$ cat src/rtl/wsd_pkg.sv
// wsd_pkg: shared types and constants for the WebSocket frame deframer.
// No dependencies; used by rtl/websocket_frame_deframer.sv.

package wsd_pkg;

    // Parser phase, one-hot
    typedef enum logic [5:0] {
        PH_FIRST   = 6'b000001,
        PH_SECOND  = 6'b000010,
        PH_EXT16   = 6'b000100,
        PH_EXT64   = 6'b001000,
        PH_KEY     = 6'b010000,
        PH_PAYLOAD = 6'b100000
    } phase_t;

    // Result kinds
    localparam logic KIND_HEADER  = 1'b0;
    localparam logic KIND_PAYLOAD = 1'b1;

    // 7-bit length codes that select an extended length field
    localparam logic [6:0] LEN_CODE_EXT16 = 7'd126;
    localparam logic [6:0] LEN_CODE_EXT64 = 7'd127;

    // Byte counts of the extended length and key fields (modulo 8)
    localparam logic [2:0] EXT16_BYTES = 3'd2;
    localparam logic [2:0] EXT64_BYTES = 3'd0;
    localparam logic [2:0] KEY_BYTES   = 3'd4;

    localparam int LEN_W     = 64;
    localparam int FRM_LEN_W = 63;
    localparam int KEY_W     = 32;

endpackage

$ cat src/rtl/websocket_frame_deframer.sv
// websocket_frame_deframer: RFC 6455 receive-side frame parser and unmasker.
// Depends on rtl/wsd_pkg.sv.
//
//  channel | direction | handshake            | payload
//  --------+-----------+----------------------+-------------------------------------------
//  in      | input     | in_valid / in_ready  | in_byte
//  out     | output    | out_valid / out_ready| kind fin_flag op_code mask_flag
//          |           |                      | frame_length out_byte last
//
// One byte per cycle while the output is not stalled. A byte goes to an input register, is
// parsed in the next cycle against the frame state, and any result lands in the output
// register; out_valid rises when that register is loaded from the input register.
// in_ready stays high while the output register is empty or is being taken; a stalled
// output holds one byte in the input register.
// rst_n (asynchronous) returns the parser to the first header byte; no clearing pass.

module websocket_frame_deframer
(
    input  logic        clk,
    input  logic        rst_n,
    input  logic        in_valid,
    output logic        in_ready,
    input  logic [7:0]  in_byte,
    output logic        out_valid,
    input  logic        out_ready,
    output logic        kind,
    output logic        fin_flag,
    output logic [3:0]  op_code,
    output logic        mask_flag,
    output logic [62:0] frame_length,
    output logic [7:0]  out_byte,
    output logic        last
);

    // Input register
    logic       stage_valid_reg;
    logic [7:0] stage_byte_reg;

    // Frame state
    wsd_pkg::phase_t               phase_reg, phase_next;
    logic                          fin_reg, fin_next;
    logic [3:0]                    opcode_reg, opcode_next;
    logic                          mask_reg, mask_next;
    logic [wsd_pkg::LEN_W-1:0]     length_reg, length_next;
    logic [2:0]                    hdr_cnt_reg, hdr_cnt_next;
    logic [wsd_pkg::KEY_W-1:0]     key_reg, key_next;
    logic [wsd_pkg::LEN_W-1:0]     remain_reg, remain_next;
    logic [1:0]                    key_idx_reg, key_idx_next;

    // Output register
    logic        out_valid_reg;
    logic        kind_reg;
    logic        fin_out_reg;
    logic [3:0]  opcode_out_reg;
    logic        mask_out_reg;
    logic [62:0] frame_length_reg;
    logic [7:0]  out_byte_reg;
    logic        last_reg;

    // Stage results
    logic        advance;
    logic        res_valid;
    logic        res_kind;
    logic [7:0]  res_byte;
    logic        res_last;
    logic        hdr_done;
    logic        len_done;
    logic [2:0]  cnt_inc;
    logic [7:0]  key_byte;

    assign advance  = !out_valid_reg || out_ready;
    assign in_ready = !stage_valid_reg || advance;
    assign cnt_inc  = hdr_cnt_reg + 3'd1;

    // Key byte for the current payload position, first key byte is the top byte
    always_comb
    begin
        unique case (key_idx_reg)
            2'd0:    key_byte = key_reg[31:24];
            2'd1:    key_byte = key_reg[23:16];
            2'd2:    key_byte = key_reg[15:8];
            default: key_byte = key_reg[7:0];
        endcase
    end

    // Parser: next frame state and result for the byte in the input register
    always_comb
    begin
        phase_next   = phase_reg;
        fin_next     = fin_reg;
        opcode_next  = opcode_reg;
        mask_next    = mask_reg;
        length_next  = length_reg;
        hdr_cnt_next = hdr_cnt_reg;
        key_next     = key_reg;
        remain_next  = remain_reg;
        key_idx_next = key_idx_reg;
        res_valid    = 1'b0;
        res_kind     = wsd_pkg::KIND_HEADER;
        res_byte     = 8'd0;
        res_last     = 1'b0;
        len_done     = 1'b0;
        hdr_done     = 1'b0;

        unique case (phase_reg)
            wsd_pkg::PH_SECOND:
            begin
                mask_next    = stage_byte_reg[7];
                hdr_cnt_next = 3'd0;
                if (stage_byte_reg[6:0] == wsd_pkg::LEN_CODE_EXT16)
                begin
                    length_next = '0;
                    phase_next  = wsd_pkg::PH_EXT16;
                end
                else if (stage_byte_reg[6:0] == wsd_pkg::LEN_CODE_EXT64)
                begin
                    length_next = '0;
                    phase_next  = wsd_pkg::PH_EXT64;
                end
                else
                begin
                    length_next = {57'd0, stage_byte_reg[6:0]};
                    len_done    = 1'b1;
                end
            end
            wsd_pkg::PH_EXT16, wsd_pkg::PH_EXT64:
            begin
                length_next  = {length_reg[55:0], stage_byte_reg};
                hdr_cnt_next = cnt_inc;
                if (phase_reg == wsd_pkg::PH_EXT16)
                    len_done = (cnt_inc == wsd_pkg::EXT16_BYTES);
                else
                    len_done = (cnt_inc == wsd_pkg::EXT64_BYTES);
            end
            wsd_pkg::PH_KEY:
            begin
                key_next     = {key_reg[23:0], stage_byte_reg};
                hdr_cnt_next = cnt_inc;
                hdr_done     = (cnt_inc == wsd_pkg::KEY_BYTES);
            end
            wsd_pkg::PH_PAYLOAD:
            begin
                res_valid    = 1'b1;
                res_kind     = wsd_pkg::KIND_PAYLOAD;
                res_byte     = stage_byte_reg ^ key_byte;
                res_last     = (remain_reg == 64'd1);
                remain_next  = remain_reg - 64'd1;
                key_idx_next = key_idx_reg + 2'd1;
                if (res_last)
                    phase_next = wsd_pkg::PH_FIRST;
            end
            default:
            begin
                // first header byte: FIN and opcode, clear mask, length, key and header count
                fin_next     = stage_byte_reg[7];
                opcode_next  = stage_byte_reg[3:0];
                mask_next    = 1'b0;
                length_next  = '0;
                key_next     = '0;
                hdr_cnt_next = 3'd0;
                phase_next   = wsd_pkg::PH_SECOND;
            end
        endcase

        // Length complete: read the key if masked, else the header is done
        if (len_done)
        begin
            hdr_cnt_next = 3'd0;
            if (mask_next)
                phase_next = wsd_pkg::PH_KEY;
            else
                hdr_done = 1'b1;
        end

        // Header complete: emit the summary
        if (hdr_done)
        begin
            hdr_cnt_next = 3'd0;
            key_idx_next = 2'd0;
            remain_next  = length_next;
            res_valid    = 1'b1;
            res_last     = (length_next == '0);
            phase_next   = res_last ? wsd_pkg::PH_FIRST : wsd_pkg::PH_PAYLOAD;
        end
    end

    // Input register
    always_ff @(posedge clk or negedge rst_n)
    begin
        if (!rst_n)
            stage_valid_reg <= 1'b0;
        else if (in_ready)
            stage_valid_reg <= in_valid;
    end

    always_ff @(posedge clk)
    begin
        if (in_ready && in_valid)
            stage_byte_reg <= in_byte;
    end

    // Frame state, updated when the staged byte is consumed
    always_ff @(posedge clk or negedge rst_n)
    begin
        if (!rst_n)
        begin
            phase_reg   <= wsd_pkg::PH_FIRST;
            fin_reg     <= 1'b0;
            opcode_reg  <= 4'd0;
            mask_reg    <= 1'b0;
            length_reg  <= '0;
            hdr_cnt_reg <= 3'd0;
            key_reg     <= '0;
            remain_reg  <= '0;
            key_idx_reg <= 2'd0;
        end
        else if (stage_valid_reg && advance)
        begin
            phase_reg   <= phase_next;
            fin_reg     <= fin_next;
            opcode_reg  <= opcode_next;
            mask_reg    <= mask_next;
            length_reg  <= length_next;
            hdr_cnt_reg <= hdr_cnt_next;
            key_reg     <= key_next;
            remain_reg  <= remain_next;
            key_idx_reg <= key_idx_next;
        end
    end

    // Output register
    always_ff @(posedge clk or negedge rst_n)
    begin
        if (!rst_n)
            out_valid_reg <= 1'b0;
        else if (advance)
            out_valid_reg <= stage_valid_reg && res_valid;
    end

    always_ff @(posedge clk)
    begin
        if (advance && stage_valid_reg && res_valid)
        begin
            kind_reg         <= res_kind;
            fin_out_reg      <= fin_next;
            opcode_out_reg   <= opcode_next;
            mask_out_reg     <= mask_next;
            frame_length_reg <= length_next[wsd_pkg::FRM_LEN_W-1:0];
            out_byte_reg     <= res_byte;
            last_reg         <= res_last;
        end
    end

    assign out_valid    = out_valid_reg;
    assign kind         = kind_reg;
    assign fin_flag     = fin_out_reg;
    assign op_code      = opcode_out_reg;
    assign mask_flag    = mask_out_reg;
    assign frame_length = frame_length_reg;
    assign out_byte     = out_byte_reg;
    assign last         = last_reg;

    // Checks
    a_hdr_byte_zero: assert property (@(posedge clk) disable iff (!rst_n)
        out_valid && (kind == wsd_pkg::KIND_HEADER) |-> out_byte == 8'd0)
        else $error("header summary carries a nonzero byte");

    a_empty_frame_last: assert property (@(posedge clk) disable iff (!rst_n)
        out_valid && (kind == wsd_pkg::KIND_HEADER) && last |-> frame_length == '0)
        else $error("last header summary with nonzero length");

    a_payload_remain: assert property (@(posedge clk) disable iff (!rst_n)
        phase_reg == wsd_pkg::PH_PAYLOAD |-> remain_reg != '0)
        else $error("payload phase with no bytes remaining");

    a_key_unmasked: assert property (@(posedge clk) disable iff (!rst_n)
        !mask_reg && (phase_reg != wsd_pkg::PH_FIRST) |-> key_reg == '0)
        else $error("key loaded for an unmasked frame");

    a_stall_holds_stage: assert property (@(posedge clk) disable iff (!rst_n)
        stage_valid_reg && out_valid_reg && !out_ready |=> stage_valid_reg
            && $stable(phase_reg))
        else $error("parser advanced while output stalled");

endmodule

$ cat config.mk
export PLATFORM = sky130hd
export DESIGN_NAME = websocket_frame_deframer
export DESIGN_NICKNAME = d
export VERILOG_FILES = /design/src/rtl/wsd_pkg.sv /design/src/rtl/websocket_frame_deframer.sv
export SDC_FILE = /design/constraint.sdc
export NUM_CORES = 1
export LEC_CHECK = 0
export BUFFER_PORTS_ARGS = -buffer_cell sky130_fd_sc_hd__clkbuf_2
export CORE_UTILIZATION = 65
export CTS_CLUSTER_SIZE = 30
export DETAILED_ROUTE_END_ITERATION = 7
export PLACE_DENSITY = 0.82
export SLEW_MARGIN = 10
export SYNTH_ARGS = -nofsm -noshare
export SYNTH_HDL_FRONTEND = slang
export SYNTH_SLANG_ARGS = --single-unit
$ cat constraint.sdc
create_clock -name clk -period 11.4 [get_ports clk]
set_input_delay 0.57 -clock clk [delete_from_list [all_inputs] [get_ports clk]]
set_output_delay 0.57 -clock clk [all_outputs]
set_load 0.005 [all_outputs]
==> impl_metrics.csv <==
group,metric,value,unit
status,outcome,"complete, but fails checks",
status,violations,"negative hold slack",
finish,layout-drive-gt1-share,0.139,
sta,fin_crit,4.19,ns
yosys,synth_area_leaders,"dfrtp_1 (35%), edfxtp_1 (21%), nand2_1 (6.8%)",
sta,rsz0062_at_grt,"false",
clock_network,post_cts_resized,0,
worst_hold_path,worstHoldPathType,"input port to asynchronous set/reset pin",
power_and_ir_drop,power,3.18,mW
yosys,yosysTopAreaCell,"dfrtp_1",
routing,num_vias,10400,
setup_path,r2r_cells,9,
yosys,netlist.area_leader.share,0.352,
clock_network,cts_setup_buffers,0,
setup_path,cpMostUsedCell,"buf_4",
yosys,syn_inst,1242,
finish,num_antenna_cells,0,
setup_path,end_kind,"register",
sta,fmax,0.239,GHz
die,die_h,141,µm
clock_network,clkSinkCount,266,
yosys,synth_edf_count,87,
yosys,yosys_warnings,0,
finish,final_nets,1318,
routing,drt_wl_total,32600,µm
grt,grt_antenna_before_repair,0,
setup_path,crit_family,"buffers and inverters",
clock_network,root_buffer,"clkbuf_16",
die,rows,50,
yosys,syn_area_per_cell,10.2,µm²
sta,fin_skew,0.00978,ns
clock_network,h-tree-depth,1,
setup_path,startpoint_type,"register",
finish,area_growth,11.0,%
die,start_util,0.669,
routing,drt_iter0_markers,1336,
die,fp.coreArea,0.0189,mm²
grt,grt_pass1_wl,51600,µm
power_and_ir_drop,p_per_area,227,mW/mm²
setup_path,crit_buf_inv,4,
yosys,yosysSeqAreaShare,0.561,
setup_path,path_cells,"or3_1 > nor4b_4 > buf_4 > nand3_2 > o21ai_4 > buf_4 > o21ai_2 > clkinv_2 > buf_4",
routing,viasPerCell,6.58,
yosys,synth_most_common_cell,"nand2_1",
sta,tightestPinTransition,1.22,ns
sta,fin_crit_sh,0.367,
die,io-pin-count,93,
yosys,async_reset_ff_frac,0.673,
sta,hold_viol,14,
sta,relSlewSlack,0.182,
routing,dr.pass1.iters,7,
yosys,synth_commonest_cells,"nand2_1 (230), dfrtp_1 (178), o21ai_0 (112)",
grt,globalRoute.totalOverflow,0,
setup_path,slowest_delay,0.64,ns
placed_design,gp_congestion,0.863,
yosys,synth_nets,1263,
grt,grt_pass1_vias,9630,
yosys,ys.flop_type,"dfrtp_1",
placed_design,dp_hpwl,21000,µm
setup_path,worstPathRequired,11.56,ns
power_and_ir_drop,power.leakage,6.04,nW
clock_network,clk_latency,0.53,ns
grt,grt_usage,0.332,
sta,finalSetupViolations,0,
clock_network,max-clock-path-buffers,3,
setup_path,worstPathMaxFanout,64,
yosys,synth_seq_cells,266,
routing,drc,0,
yosys,yosysUniqueCellTypes,76,
placed_design,numPlacedInstances,1528,
clock_network,cts_tree,"done",
sta,hold_slack,-0.0128,ns
power_and_ir_drop,ir_drop,177,µV
finish,fin_cells,1577,
setup_path,worst_ep_arrival_time,4.35,ns
clock_network,cts_buffers,27,
placed_design,pre_cts_ws,7.26,ns
die,die_area,0.0200,mm²
clock_network,cts_hold_buf,0,
sta,finalWorstSetupSlack,7.21,ns
yosys,synth.cell_area,0.0126,mm²
sta,setup_tns,0,ns
routing,post_drt_wl_per_cell,20.7,µm
sta,maxSlewViolCount,0,
clock_network,path_clk_slew,0.07,ns
placed_design,io_buffers,92,
job,drv_cap,0,
die,die_w,141,µm
setup_path,critical-path-slowest-cell,"buf_4",
routing,postRouteAntennaNets,0,
setup_path,critPathKind,"register to register",
grt,grt_max_degree,94,
setup_path,path_depth,9,
[per-layer routing]
layer / vias to the layer above / wire length (µm) / global-route usage
li1: 4677 / - / -
met3: 95 / 2980 / 0.0601
met2: 615 / 15000 / 0.522
met5: - / 0 / 0
met4: 0 / 1230 / 0.129
met1: 4995 / 13400 / 0.465
[cells in the final DEF (no fill, tap or decap), types with 10 or more instances in the layout]
master,n
nand2_1,229
dfrtp_1,178
o21ai_0,112
clkbuf_2,91
edfxtp_1,87
inv_1,69
a22oi_1,64
nor2_1,46
a22o_1,33
nor3_1,32
a21oi_1,27
clkbuf_16,27
nand3_1,26
nor4_1,25
o22a_1,18
or4_1,13
buf_4,13
or3_1,12
nand4_1,12
o211ai_1,12
o22ai_1,11
a2bb2oi_1,10
[where the power goes]
group	switching [mW]	internal, mW	total, mW
clock	0.363	0.474	0.837
sequential	0.191	1.22	1.41
combinational	0.611	0.322	0.932
[cell type report]
class,instances,area (µm²)
tap,260,325
timing repair buffer,105,564
clock inverter,9,47.5
inverter,70,264
sequential,266,7090
clock buffer,40,785
fill,1343,4870
multi-input combinational,827,4950
[kinds of logic after synthesis]
logic type / share of synthesized area
simple gates: 0.169
compound gates: 0.195
flops: 0.561
buf+inv: 0.0489
xor+xnor: 0.00832
mux: 0.00782
fa+ha+maj: 0.00891
[stage by stage]
step / instance area (µm²) / util
floorplan: 12600 / -
global placement: 13200 / 0.698
detailed placement: 13200 / 0.698
CTS: 14000 / 0.742
global route: 14000 / 0.742
finish: 14000 / 0.742
[path summary, 6_finish.rpt]
kind | start | to | slack [ns]
max | phase_reg[3]$_DFFE_PN0P_ | frame_length[39]$_DFFE_PP_ | 7.21
min in group clk | in_byte[3] | stage_byte_reg[3]$_DFFE_PP_ | 0.22
min reg2reg | opcode_reg[3]$_DFFE_PN0P_ | opcode_reg[3]$_DFFE_PN0P_ | 0.48
max reg2reg | phase_reg[3]$_DFFE_PN0P_ | frame_length[39]$_DFFE_PP_ | 7.21
min | rst_n | key_reg[18]$_DFFE_PN0P_ | -0.01
max in group asynchronous | rst_n | remain_reg[30]$_DFFE_PN0P_ | 10.12
Note: power is estimated with default switching activity, not from simulation.
